File: src/hw/rtl/lkat_pkg.sv
`timescale 1ns / 1ps
// Shared types and constants for the lowest-K average temperature filter.
// No dependencies; imported by every module of the block.
package lkat_pkg;

  localparam int RAW_W        = 16;
  localparam int CNT_W        = 8;
  localparam int OUT_W        = 18;
  localparam int KEEP         = 3;
  localparam int SUM_W        = RAW_W + $clog2(KEEP);
  localparam int DBL_W        = SUM_W + 1;
  localparam int DIV_SHIFT    = 24;
  localparam int RECIP_W      = DIV_SHIFT + 1;
  localparam int DIV_RECIP    = ((1 << DIV_SHIFT) + KEEP - 1) / KEEP;
  localparam int PROD_W       = DBL_W + RECIP_W;
  localparam int QUO_W        = PROD_W - DIV_SHIFT;
  localparam int CENTI_OFFSET = 27315;
  localparam int WINDOW_RESET = 20;

  localparam int CFG_ADDR_W   = 3;
  localparam int CFG_DATA_W   = 32;
  localparam logic REG_WINDOW_LEN = 1'b0;

  typedef logic [RAW_W-1:0] raw_t;
  typedef logic [CNT_W-1:0] cnt_t;
  typedef logic [SUM_W-1:0] sum_t;

  typedef struct packed {
    logic vld;
    sum_t sum;
  } win_t;

endpackage

File: src/hw/rtl/lkat_sort.sv
`timescale 1ns / 1ps
// Input register, sorted list of the smallest readings and sample counter.
// Emits the registered sum of the kept list at the end of each window. Uses lkat_pkg.
module lkat_sort (
  input  logic               clk,
  input  logic               rst_n,
  input  logic               in_valid,
  output logic               in_stall,
  input  lkat_pkg::raw_t     in_raw_reading,
  input  lkat_pkg::cnt_t     window_len,
  output lkat_pkg::win_t     win,
  input  logic               win_stall
);
  import lkat_pkg::*;

  logic             a_vld_r, a_vld_nxt;
  raw_t             a_raw_r;
  raw_t             list_r [KEEP];
  raw_t             list_nxt [KEEP];
  cnt_t             cnt_r, cnt_nxt;
  logic             win_vld_r, win_vld_nxt;
  sum_t             win_sum_r, win_sum_nxt;
  logic             a_go;
  logic             b_go;
  logic             accept;
  logic [CNT_W:0]   count;
  logic             win_end;
  sum_t             acc;

  assign b_go     = win_vld_r && !win_stall;
  assign a_go     = a_vld_r && (!win_vld_r || !win_stall);
  assign in_stall = a_vld_r && !a_go;
  assign accept   = in_valid && !in_stall;

  assign count   = {1'b0, cnt_r} + (CNT_W+1)'(1);
  assign win_end = count >= {1'b0, window_len};

  always_comb begin
    acc = '0;
    for (int i = 0; i < KEEP; i++) begin
      if (i > 0 && a_raw_r < list_r[(i > 0) ? i-1 : 0]) begin
        list_nxt[i] = list_r[(i > 0) ? i-1 : 0];
      end else begin
        list_nxt[i] = (a_raw_r < list_r[i]) ? a_raw_r : list_r[i];
      end
      acc = acc + SUM_W'(list_nxt[i]);
    end
  end

  always_comb begin
    a_vld_nxt   = a_vld_r;
    cnt_nxt     = cnt_r;
    win_vld_nxt = win_vld_r;
    win_sum_nxt = win_sum_r;
    if (accept) begin
      a_vld_nxt = 1'b1;
    end else if (a_go) begin
      a_vld_nxt = 1'b0;
    end
    if (b_go) begin
      win_vld_nxt = 1'b0;
    end
    if (a_go) begin
      if (win_end) begin
        cnt_nxt     = '0;
        win_vld_nxt = 1'b1;
        win_sum_nxt = acc;
      end else begin
        cnt_nxt = count[CNT_W-1:0];
      end
    end
  end

  always_ff @(posedge clk) begin
    if (!rst_n) begin
      a_vld_r   <= 1'b0;
      cnt_r     <= '0;
      win_vld_r <= 1'b0;
      for (int i = 0; i < KEEP; i++) begin
        list_r[i] <= '1;
      end
    end else begin
      a_vld_r   <= a_vld_nxt;
      cnt_r     <= cnt_nxt;
      win_vld_r <= win_vld_nxt;
      if (a_go) begin
        for (int i = 0; i < KEEP; i++) begin
          list_r[i] <= win_end ? '1 : list_nxt[i];
        end
      end
    end
  end

  always_ff @(posedge clk) begin
    if (accept) begin
      a_raw_r <= in_raw_reading;
    end
    win_sum_r <= win_sum_nxt;
  end

  assign win.vld = win_vld_r;
  assign win.sum = win_sum_r;

endmodule

File: src/hw/rtl/lkat_scale.sv
`timescale 1ns / 1ps
// Mean and Celsius conversion: floor(2*sum/KEEP) - 27315 into the output register.
// Divides by reciprocal multiplication. Uses lkat_pkg.
module lkat_scale (
  input  logic                         clk,
  input  logic                         rst_n,
  input  lkat_pkg::win_t               win,
  output logic                         win_stall,
  output logic                         out_valid,
  input  logic                         out_stall,
  output logic signed [lkat_pkg::OUT_W-1:0] out_avg_temp_centi
);
  import lkat_pkg::*;

  logic              out_vld_r, out_vld_nxt;
  logic [OUT_W-1:0]  out_data_r;
  logic [OUT_W-1:0]  out_data_nxt;
  logic [DBL_W-1:0]  dbl;
  logic [PROD_W-1:0] prod;
  logic [QUO_W-1:0]  quo;
  logic              b_go;

  assign win_stall = out_vld_r && out_stall;
  assign b_go      = win.vld && !win_stall;

  assign dbl          = {win.sum, 1'b0};
  assign prod         = PROD_W'(dbl) * PROD_W'(DIV_RECIP);
  assign quo          = prod[PROD_W-1:DIV_SHIFT];
  assign out_data_nxt = quo[OUT_W-1:0] - OUT_W'(CENTI_OFFSET);

  always_comb begin
    out_vld_nxt = out_vld_r;
    if (b_go) begin
      out_vld_nxt = 1'b1;
    end else if (out_vld_r && !out_stall) begin
      out_vld_nxt = 1'b0;
    end
  end

  always_ff @(posedge clk) begin
    if (!rst_n) begin
      out_vld_r <= 1'b0;
    end else begin
      out_vld_r <= out_vld_nxt;
    end
  end

  always_ff @(posedge clk) begin
    if (b_go) begin
      out_data_r <= out_data_nxt;
    end
  end

  assign out_valid          = out_vld_r;
  assign out_avg_temp_centi = $signed(out_data_r);

endmodule

File: src/hw/rtl/lowest_k_average_temp_filter_top.sv
`timescale 1ns / 1ps
// Lowest-K average temperature filter, top level with the configuration registers.
// A window-ending transaction passes the input, window and output registers to out_valid.
// Throughput: one transaction per cycle while unstalled; insert and window sum in the same cycle.
// Reset (synchronous, rst_n low): list emptied to all ones, count zero, window_len 20.
// Depends on lkat_pkg, lkat_sort and lkat_scale.
module lowest_k_average_temp_filter_top (
  input  logic                                clk,
  input  logic                                rst_n,
  input  logic                                in_valid,
  output logic                                in_stall,
  input  logic [lkat_pkg::RAW_W-1:0]          in_raw_reading,
  output logic                                out_valid,
  input  logic                                out_stall,
  output logic signed [lkat_pkg::OUT_W-1:0]   out_avg_temp_centi,
  input  logic                                cfg_psel,
  input  logic                                cfg_penable,
  input  logic                                cfg_pwrite,
  input  logic [lkat_pkg::CFG_ADDR_W-1:0]     cfg_paddr,
  input  logic [lkat_pkg::CFG_DATA_W-1:0]     cfg_pwdata,
  output logic [lkat_pkg::CFG_DATA_W-1:0]     cfg_prdata,
  output logic                                cfg_pready
);
  import lkat_pkg::*;

  cnt_t  window_len_r;
  win_t  win;
  logic  win_stall;
  logic  cfg_wr;

  assign cfg_pready = 1'b1;
  assign cfg_wr     = cfg_psel && cfg_penable && cfg_pwrite && cfg_pready;

  always_ff @(posedge clk) begin
    if (!rst_n) begin
      window_len_r <= CNT_W'(WINDOW_RESET);
    end else if (cfg_wr && cfg_paddr[2] == REG_WINDOW_LEN) begin
      window_len_r <= cfg_pwdata[CNT_W-1:0];
    end
  end

  always_comb begin
    cfg_prdata = '0;
    if (cfg_paddr[2] == REG_WINDOW_LEN) begin
      cfg_prdata = CFG_DATA_W'(window_len_r);
    end
  end

  lkat_sort u_sort (
    .clk            (clk),
    .rst_n          (rst_n),
    .in_valid       (in_valid),
    .in_stall       (in_stall),
    .in_raw_reading (in_raw_reading),
    .window_len     (window_len_r),
    .win            (win),
    .win_stall      (win_stall)
  );

  lkat_scale u_scale (
    .clk                (clk),
    .rst_n              (rst_n),
    .win                (win),
    .win_stall          (win_stall),
    .out_valid          (out_valid),
    .out_stall          (out_stall),
    .out_avg_temp_centi (out_avg_temp_centi)
  );

`ifndef NO_ASSERTIONS
  a_in_stall_needs_full_win: assert property (@(posedge clk) disable iff (!rst_n)
    in_stall |-> win.vld)
    else $error("input stalled while window stage is empty");

  a_win_stall_needs_out: assert property (@(posedge clk) disable iff (!rst_n)
    win_stall |-> out_valid)
    else $error("window stage stalled without a pending result");

  a_win_holds: assert property (@(posedge clk) disable iff (!rst_n)
    (win.vld && win_stall) |=> (win.vld && $stable(win.sum)))
    else $error("stalled window sum lost or changed");

  a_reset_clears_out: assert property (@(posedge clk)
    !rst_n |=> !out_valid)
    else $error("result valid right after reset");
`endif

endmodule

File: config.mk
export PLATFORM = sky130hd
export DESIGN_NAME = lowest_k_average_temp_filter_top
export DESIGN_NICKNAME = d
export VERILOG_FILES = /design/src/hw/rtl/lkat_pkg.sv /design/src/hw/rtl/lkat_sort.sv /design/src/hw/rtl/lkat_scale.sv /design/src/hw/rtl/lowest_k_average_temp_filter_top.sv
export SDC_FILE = /design/constraint.sdc
export NUM_CORES = 1
export LEC_CHECK = 0
export BUFFER_PORTS_ARGS = -buffer_cell sky130_fd_sc_hd__buf_2
export CAP_MARGIN = 15
export CORE_ASPECT_RATIO = 0.8
export CORE_MARGIN = 2
export CORE_UTILIZATION = 35
export CTS_CLUSTER_SIZE = 16
export DETAILED_ROUTE_END_ITERATION = 7
export GPL_ROUTABILITY_DRIVEN = 0
export GPL_TIMING_DRIVEN = 1
export PLACE_DENSITY = 0.53
export SLEW_MARGIN = 20
export SYNTH_ARGS = -nofsm -noshare
export SYNTH_HDL_FRONTEND = slang
export SYNTH_SLANG_ARGS = --single-unit
File: constraint.sdc
create_clock -name clk -period 17.5 [get_ports clk]
set_input_delay 1.75 -clock clk [delete_from_list [all_inputs] [get_ports clk]]
set_output_delay 1.75 -clock clk [all_outputs]
set_load 0.05 [all_outputs]
# Word-level counts from Yosys, hierarchy flattened
# Memories as Yosys holds them, arrays and structs flattened.
# Index checks and enable logic that the tools add are counted.
# totals
ff_bits	71
ram_bits	48
output_inout_bits	53
wordCells	64
n_memories	1
# op_classes
add_sub_neg	4
mul	1
magnitude_cmp	4
mux	24
n_bitwise	4
reduce_logical	18
# memory_table
memory	words	width	read_ports	rd_clocked_by_memory_dff	wr	line_no	source
u_sort.list_r	3	16	3	0	3	lkat_sort.sv:18	raw_t list_r [KEEP];
# op_table
cell	n
16-bit two-way mux	11
16-bit less-than comparator	3
18-bit by 22-bit multiplier with 40-bit output (second input constant)	1
18-bit by 16-bit adder with 18-bit output	1
18-bit by 15-bit subtractor with 18-bit output (second input constant)	1
16-bit by 16-bit adder with 17-bit output	1
8-bit two-way mux	2
1-bit two-way mux	11
8-bit by 1-bit adder with 9-bit output (second input constant)	1
9-bit by 8-bit >= comparator with 1-bit output	1
1-bit logical AND	9
1-bit logical NOT	5
2-bit nonzero test	2
1-bit OR	3
2-bit AND reduction	1
1-bit logical OR	1
1-bit inverter	1

# Logic depth before layout (Yosys ltp)
# Gate-level depths: netlist of the first run.
# logic_depth
depth_word	9
depth_mapped	33

# Hierarchy
# Synthesis of the first run repeated with hierarchy kept, for this count alone.
# hier_totals
hier_cells	1396
hier_area_um2	13630.6
# by_module_without_submodules
module	instances	cells_per_inst	area_each_um2
lkat_sort	1	655	6561.3
lkat_scale	1	671	6468.7
lowest_k_average_temp_filter_top	1	70	600.6

# Least setup slack after synthesis of the first run
# No wires, ideal clock.
# synth_path
path_type	register -> register
start	reg u_sort.win_sum_r[5]
end	reg u_scale.out_data_r[17] (netlist: u_scale.out_avg_temp_centi[17]), data pin
setup_ns	0.265
t_arrival_ns	6.167
required_time_ns	17.235
path_slack_ns	11.068
path_stages_with_launch	25
path_buffers	0
path_cell_list	edfxtp_1 -> ha_1 -> inv_1 -> fa_1 -> inv_1 -> fa_1 -> inv_1 -> fa_1 -> inv_1 -> fa_1 -> inv_1 -> fa_1 -> inv_1 -> ha_1 -> a21o_1 -> a31oi_4 -> and2b_1 -> nand4_2 -> a31oi_1 -> xnor2_2 -> o311ai_4 -> a2111oi_4 -> o41ai_1 -> a222oi_1 -> xnor2_1
# synth_between
elab_chain_len	2
# synth_lines
element	line_no	source
from (decl)	lkat_sort.sv:22	sum_t win_sum_r, win_sum_nxt;
from (signal assigned)	lkat_sort.sv:98	win_sum_r <= win_sum_nxt;
18-bit by 22-bit multiplier with 40-bit output	lkat_scale.sv:27	assign prod = PROD_W'(dbl) * PROD_W'(DIV_RECIP);
18-bit by 15-bit subtractor with 18-bit output	lkat_scale.sv:29	assign out_data_nxt = quo[OUT_W-1:0] - OUT_W'(CENTI_OFFSET);
via u_scale.out_data_nxt[17]	lkat_scale.sv:17	logic [OUT_W-1:0] out_data_nxt;
to (signal assigned)	lkat_scale.sv:50	out_data_r <= out_data_nxt;
to (decl)	lkat_scale.sv:16	logic [OUT_W-1:0] out_data_r;
# The timed path passes the listed nets, and every way through them passes these cells.
# A chain may end at the register's enable or synchronous reset.

# Worst setup path in the final report of the first run
# layout_path
start	reg u_sort.win_sum_r[5]
end	reg u_scale.out_data_r[16] (netlist: u_scale.out_avg_temp_centi[16]), data pin
# Same word-level chain as after synthesis.

==> results.md, run 1 <==
- Met3 Resource Use GR: 2.309%
- Hold Fails Final Rpt: 0
- Post-Synthesis Cells: 1,495
- Initial Utilization: 35.42%
- Most used cell, CP: inv_1
- Drt pass-1 iters: 5
- Via/cell ratio: 5.006
- N_diodes: 0
- Final TNS setup: 0 ns
- Worst setup EP type: flip-flop
- Seq/Total Area, Yosys: 23.51%
- Cell Area, Placed: 0.01518 mm^2
- Fmax: 137.5 MHz
- Synth cell types: 84
- Worst R2R Setup Slack: 10.23 ns
- CP max FO: 9
- Critical path's largest stage delay: 0.62 ns
- Met2 Use GR: 25.27%
- Chip Height: 185.4 um
- GRT Total Usage: 15.65%
- Fillers: 4,086
- Routed Antenna Nets: 0
- Multi-input logic area: 0.009781 mm^2
- Tmin final: 7.275 ns
- Primary FF master, synth: edfxtp_1
- Die area: 0.04276 mm^2
- Syn avg cell area: 9.625 um^2
- Core Area: 0.04063 mm^2
- Cts hold-fix bufs: 0
- CTS root buf: clkbuf_16
- Crit start category: flip-flop
- CP max stage cell: fa_1
- Worst Path Arrival: 7.44 ns
- H-tree depth: 4
- Relative slew margins: 40.83%
- Register area: 0.003383 mm^2
- Max VDD drop: 0.00006467 V
- Post-route cell area: 0.01573 mm^2
- Max-Cap Viols: 0
- Vias: 10,493
- IO Count: 111
- RSZ-0062 raised after global routing: no
- Yosys warnings: 0
- Worst Tran Pin Value: 0.8652 ns
- Critical Path RT: 17.67 ns
- GR peak layer: met2
- Setup ws final: 10.23 ns
- First-pass GRT wire length: 53,250 um
- Mapped Area: 0.01439 mm^2
- Clock slew at reported path FFs: 0.07 ns
- Number of global-route vias before repair: 10,403
- Setup CP Type: reg2reg
- Leak: 0.007337 uW
- I/O Buffers: 59
- Buf+Inv Stages, Crit Path: 7
- Final setup vio count: 0
- Flops & latches, synth: 119
- DRC violations left: 0
- Met1 usage: 22.20%
- Final Skew: 0.02160 ns
- Syn-to-layout area delta: 9.322%
- Chip width: 230.7 um
- TritonCTS Sinks: 119
- Final critical-path share of the clock period: 41.57%
- EDFF count, synth: 100
- Initial antenna violation count: 0
- Cts repair resizes: 0
- Maximum buffer depth of the clock tree: 2
- Power per cell area: 59.87 mW/mm^2
- Setup WS pre-CTS: 10.20 ns
- Total CTS buffers: 17
- Nets@finish: 1,910
- Layout cells sized above 1: 10.57%
- Outcome: completed
- First DRT Iteration DRCs: 591
- Worst skew pair latency: 0.44 ns
- CTS tree: built
- Hold WC Path Type: reg2reg
- Max-slew violations: 0
- CP top delay family: adder cells
- Overflow after GRT: 0
- Postcts setup bufs: 0
- # rows: 66
- DR WL/cell: 15.33 um
- Pin count of the biggest net entering global routing: 57
- Hpwl dp: 25,970 um
- Share of flip-flops with an asynchronous set or reset: 0%
- Final wirelength: 32,120 um
-- worst reg2reg max path, cell delays in order, from the launching register on --
cell	delay, ns
edfxtp_1	0.51
ha_1	0.36
inv_1	0.10
fa_1	0.54
inv_1	0.11
fa_1	0.62
inv_1	0.13
fa_1	0.49
inv_1	0.08
fa_1	0.50
inv_1	0.06
fa_1	0.53
inv_1	0.04
ha_1	0.43
a21oi_1	0.19
o21ai_0	0.09
a31oi_1	0.38
nand2b_1	0.13
o211ai_1	0.25
inv_1	0.07
ha_1	0.22
o31a_1	0.36
o22ai_1	0.31
o21ai_0	0.18
a21oi_1	0.21
xnor2_1	0.08
-- state kept, by name, indices dropped and copies added (netlist names), 8 cells and up --
signal,flops
u_scale.out_avg_temp_centi,18
u_sort.win_sum_r,18
u_sort.a_raw_r,16
u_sort.list_r,48
u_sort.cnt_r,8
window_len_r,8
-- stage by stage --
step	utilization (%)	power, uW	hold WS, ns	std cells
after floorplan	-	553.3	0.4435	1518
after global placement	37.37	605.8	0.4501	2064
after detailed placement	37.37	610.0	0.4598	2064
after CTS	38.72	955.4	0.4696	2096
after global routing	38.72	996.5	0.4987	2096
final	38.72	941.8	0.4663	2096
-- cell usage after synthesis, drive strengths merged (7+ instances only) --
master / instances / share of area [%]
xor2: 18 / 1.1
edfxtp: 100 / 21
o21ai: 31 / 1.1
o211ai: 11 / 0.68
a21oi: 95 / 3.4
xnor2: 43 / 2.7
nor2: 63 / 1.7
and2: 13 / 0.57
ha: 210 / 18
a222oi: 8 / 0.56
inv: 254 / 6.6
and3: 10 / 0.43
fa: 103 / 14
a31oi: 23 / 1.2
mux2i: 24 / 1.7
nand3b: 10 / 0.52
nand3: 21 / 0.73
nor2b: 8 / 0.35
nand2: 71 / 1.9
a2111oi: 19 / 1.3
o21a: 10 / 0.52
mux2: 24 / 1.9
nor3b: 19 / 1.0
buf: 36 / 1.7
dfxtp: 19 / 2.6
a211oi: 15 / 0.89
o21bai: 9 / 0.47
clkbuf: 33 / 0.86
a21boi: 9 / 0.47
a22o: 7 / 0.43
nand2b: 46 / 2.0
nor3: 28 / 1.0
a21o: 39 / 2.0
-- power breakdown --
group / switching (uW) / total (uW) / internal (uW) / leakage (uW)
Combinational: 159 / 271 / 112 / 0.00608
Clock: 151 / 336 / 186 / 0.000273
Sequential: 9.84 / 334 / 325 / 0.000987
Total: 320 / 942 / 622 / 0.00734
-- layout make-up --
type,instances,share of cell area [%]
clock buffers,18,2.736
clock inverters,14,0.7397
well taps,544,4.327
inverters,254,6.061
flip-flops and latches,119,21.51
multi-input cells,1076,62.18
repair buffers,71,2.450
-- final timing paths --
path                             from                              to  cells past startpoint
setup reg to reg  u_sort.win_sum_r[5]  u_scale.out_avg_temp_centi[16]                     25
hold / removal        window_len_r[3]                 window_len_r[3]                      2
hold reg to reg       window_len_r[3]                 window_len_r[3]                      2
setup / recovery  u_sort.win_sum_r[5]  u_scale.out_avg_temp_centi[16]                     25
-- layer usage --
metal,up-vias,wire length (um)
met5,-,0
li1,5233,-
met2,191,14520
met1,5054,16260
met4,0,210
met3,15,1138
-- cells in the final DEF, fill, tap and decap left out, types with 16 or more instances in the layout --
| cell type | instances |
|---|---|
| edfxtp_1 | 100 |
| dfxtp_1 | 19 |
| a31oi_1 | 21 |
| clkbuf_16 | 17 |
| nand2_1 | 71 |
| a21oi_1 | 91 |
| a21o_1 | 39 |
| a2111oi_0 | 16 |
| mux2_2 | 19 |
| nor3b_1 | 18 |
| inv_1 | 253 |
| mux2i_1 | 24 |
| buf_2 | 59 |
| fa_1 | 103 |
| xor2_1 | 17 |
| nor2_1 | 62 |
| nor3_1 | 27 |
| nand3_1 | 21 |
| o21ai_0 | 24 |
| ha_1 | 210 |
| conb_1 | 25 |
| nand2b_1 | 46 |
| xnor2_1 | 42 |
-- cell families (layout without fill, tap and decap cells) --
kind of cell	Yosys count	in the layout	share of synthesized area, %
compound gates	315	315	15.85
mux	48	48	3.548
buf+inv	323	357	9.217
fa+ha+maj	313	313	32.59
xor+xnor	61	61	3.817
other cells	2	25	0.05219
simple gates	314	314	11.41
flops	119	119	23.51
No activity file was read; power rests on OpenSTA's default activity.
==> run 2, diff against run 1 <==
- clock period: 17.5 -> 7.4 ns (I/O delays scaled with it)
==> results.md, run 2 (synthesis gave the netlist of run 1 again) <==
- Final wirelength: 32,410 um (was 32,120 um)
- Worst hold path depth: 1 (was 2)
- Commonest non-fill, non-tap cell in the layout: inv_1 (unchanged)
- CTS tree: built (unchanged)
- Largest register by flop count: u_sort.list_r (unchanged)
- # rows: 66 (unchanged)
- Final TNS setup: 0 ns (unchanged)
- Max-slew violations: 0 (unchanged)
- Post-route non-filler standard cell count: 2,111 (was 2,096)
- IO Count: 111 (unchanged)
- H-tree depth: 4 (unchanged)
- Critical path depth in cells: 24 (was 25)
- Nets@finish: 1,925 (was 1,910)
- Maximum buffer depth of the clock tree: 2 (unchanged)
- Critical path's largest stage delay: 0.60 ns (was 0.62 ns)
- Switching Share: 32.25% (was 33.94%)
- RSZ-0062 raised after global routing: no (unchanged)
- FF-to-FF path depth: 24 (was 25)
- Setup CP Type: reg2reg (unchanged)
- Overflow after GRT: 0 (unchanged)
- Worst setup EP type: flip-flop (unchanged)
- Chip Height: 185.4 um (unchanged)
- CP top delay family: adder cells (unchanged)
- Clock slew at reported path FFs: 0.06 ns (was 0.07 ns)
- Chip width: 230.7 um (unchanged)
- Tmin final: 7.064 ns (was 7.275 ns)
- Cts hold-fix bufs: 0 (unchanged)
- Max FFs per register: 48 (unchanged)
- Routed Antenna Nets: 0 (unchanged)
- Max-Cap Viols: 0 (unchanged)
- Number of global-route vias before repair: 10,330 (was 10,403)
- Total CTS buffers: 17 (unchanged)
- First DRT Iteration DRCs: 638 (was 591)
- Most used cell, CP: inv_1 (unchanged)
- Hold WC Path Type: in2reg (was reg2reg)
- Syn-to-layout area delta: 10.43% (was 9.322%)
- Pint: 1514 uW (was 622.1 uW)
- Final critical-path share of the clock period: 95.46% (was 41.57%)
- Psw: 720.7 uW (was 319.7 uW)
- Via/cell ratio: 4.977 (was 5.006)
- Cell total after placement: 2,076 (was 2,064)
- CP max FO: 9 (unchanged)
- Hpwl dp: 26,270 um (was 25,970 um)
- Crit start category: flip-flop (unchanged)
- Max VDD drop: 0.0001622 V (was 0.00006467 V)
- DR WL/cell: 15.35 um (was 15.33 um)
- I/O Buffers: 59 (unchanged)
- Power per cell area: 140.7 mW/mm^2 (was 59.87 mW/mm^2)
- TritonCTS Sinks: 119 (unchanged)
- Final Skew: 0.02283 ns (was 0.02160 ns)
- Initial Utilization: 35.42% (unchanged)
- Relative slew margins: 35.35% (was 40.83%)
- Core Area: 0.04063 mm^2 (unchanged)
- Commonest cells after routing, fill and taps aside: inv_1 (253), ha_1 (208), fa_1 (102) (was inv_1 (253), ha_1 (210), fa_1 (103))
- Final setup vio count: 0 (unchanged)
- Worst Tran Pin Value: 0.9576 ns (was 0.8652 ns)
- Crit-path cells: ha_1 -> inv_1 -> fa_1 -> inv_1 -> fa_2 -> inv_1 -> fa_1 -> inv_1 -> fa_1 -> inv_1 -> fa_1 -> inv_1 -> ha_4 -> o21ai_1 -> a211oi_1 -> a21bo_2 -> o21ai_2 -> o211ai_2 -> nor3b_2 -> or3_1 -> a2111oi_4 -> o41ai_1 -> a222oi_1 -> xnor2_1
- Fmax: 141.6 MHz (was 137.5 MHz)
- Die area: 0.04276 mm^2 (unchanged)
- Leak: 0.007411 uW (was 0.007337 uW)
- Critical Path RT: 7.58 ns (was 17.67 ns)
- Reg power frac: 35.1% (was 35.5%)
- Vias: 10,506 (was 10,493)
- CP max stage cell: fa_2 (was fa_1)
- DRC violations left: 0 (unchanged)
- GRT Total Usage: 15.68% (was 15.65%)
- Pin count of the biggest net entering global routing: 57 (unchanged)
- Worst skew pair latency: 0.46 ns (was 0.44 ns)
- Comb pwr share: 29.4% (was 28.8%)
- Worst Path Arrival: 7.25 ns (was 7.44 ns)
- Clock power share: 35.4% (was 35.7%)
- N_diodes: 0 (unchanged)
- CTS root buf: clkbuf_16 (unchanged)
- Initial antenna violation count: 0 (unchanged)
- Drt pass-1 iters: 6 (was 5)
- First-pass GRT wire length: 52,870 um (was 53,250 um)
- Outcome: completed (unchanged)
- Hold Fails Final Rpt: 0 (unchanged)
- Layout cells sized above 1: 11.49% (was 10.57%)
- Buf+Inv Stages, Crit Path: 6 (was 7)
==> run 2: changes by cell type in the layout (fill, tap and decap cells not counted), sizes merged <==
cell / delta
inv: -6
buf: +15
clkinvlp: -1
clkinv: -1
clkbuf: +8
==> run 2: cell type report <==
type / count / area, um^2
fill: 4093 / 24740
multi-input combinational: 1076 / 9823
sequential: 119 / 3383
inverter: 254 / 953.4
tap: 544 / 680.7
clock buffer: 26 / 511.7
timing repair buffer: 86 / 498.0
clock inverter: 6 / 38.79
==> run 2: timing repair <==
item,4_1_cts,5_1_grt
buffers inserted,0,3
setup endpoints to repair,0,6
resized for setup,0,9
==> run 2: worst reg2reg max path, cell delays in order (launching register included) <==
cell	delay (ns)
edfxtp_1	0.44
ha_1	0.33
inv_1	0.10
fa_1	0.54
inv_1	0.12
fa_2	0.60
inv_1	0.10
fa_1	0.49
inv_1	0.08
fa_1	0.52
inv_1	0.06
fa_1	0.52
inv_1	0.06
ha_4	0.33
o21ai_1	0.12
a211oi_1	0.25
a21bo_2	0.27
o21ai_2	0.19
o211ai_2	0.16
nor3b_2	0.22
or3_1	0.40
a2111oi_4	0.40
o41ai_1	0.11
a222oi_1	0.28
xnor2_1	0.11
==> run 2: final timing paths <==
path | start | end | slack, ns
hold reg to reg | window_len_r[7] | window_len_r[7] | 0.46
setup / recovery | u_sort.win_sum_r[5] | u_scale.out_avg_temp_centi[17] | 0.34
hold / removal | in_raw_reading[0] | u_sort.a_raw_r[0] | 0.45
setup reg to reg | u_sort.win_sum_r[5] | u_scale.out_avg_temp_centi[17] | 0.34
==> run 2: layer usage <==
| layer | wire, um | track usage (%) |
|---|---|---|
| met5 | 0 | 0 |
| met4 | 276 | 4.335 |
| met3 | 1271 | 3.110 |
| met2 | 14620 | 24.73 |
| met1 | 16240 | 21.84 |
==> run 2: power groups by stage <==
stage               sequential, uW  clock (uW)  combinational [uW]
finish                         785         792                 658
detailed placement             799           0                 651
CTS                            785         824                 656
global placement               799           0                 640
floorplan                      795           0                 514
global route                   787         847                 732
==> run 2: metrics by stage <==
| step | power [uW] | util, % | setup WS [ns] | instance area [um^2] | hold WS (ns) |
|---|---|---|---|---|---|
| detailed placement | 1450 | 37.59 | 0.1683 | 15270 | 0.4613 |
| finish | 2235 | 39.11 | 0.3360 | 15890 | 0.4520 |
| global route | 2366 | 39.11 | 0.005925 | 15890 | 0.4245 |
| global placement | 1439 | 37.59 | 0.2922 | 15270 | 0.4506 |
| floorplan | 1308 | - | 0.9680 | 14480 | 0.4435 |
| CTS | 2265 | 38.95 | 0.1506 | 15820 | 0.4097 |
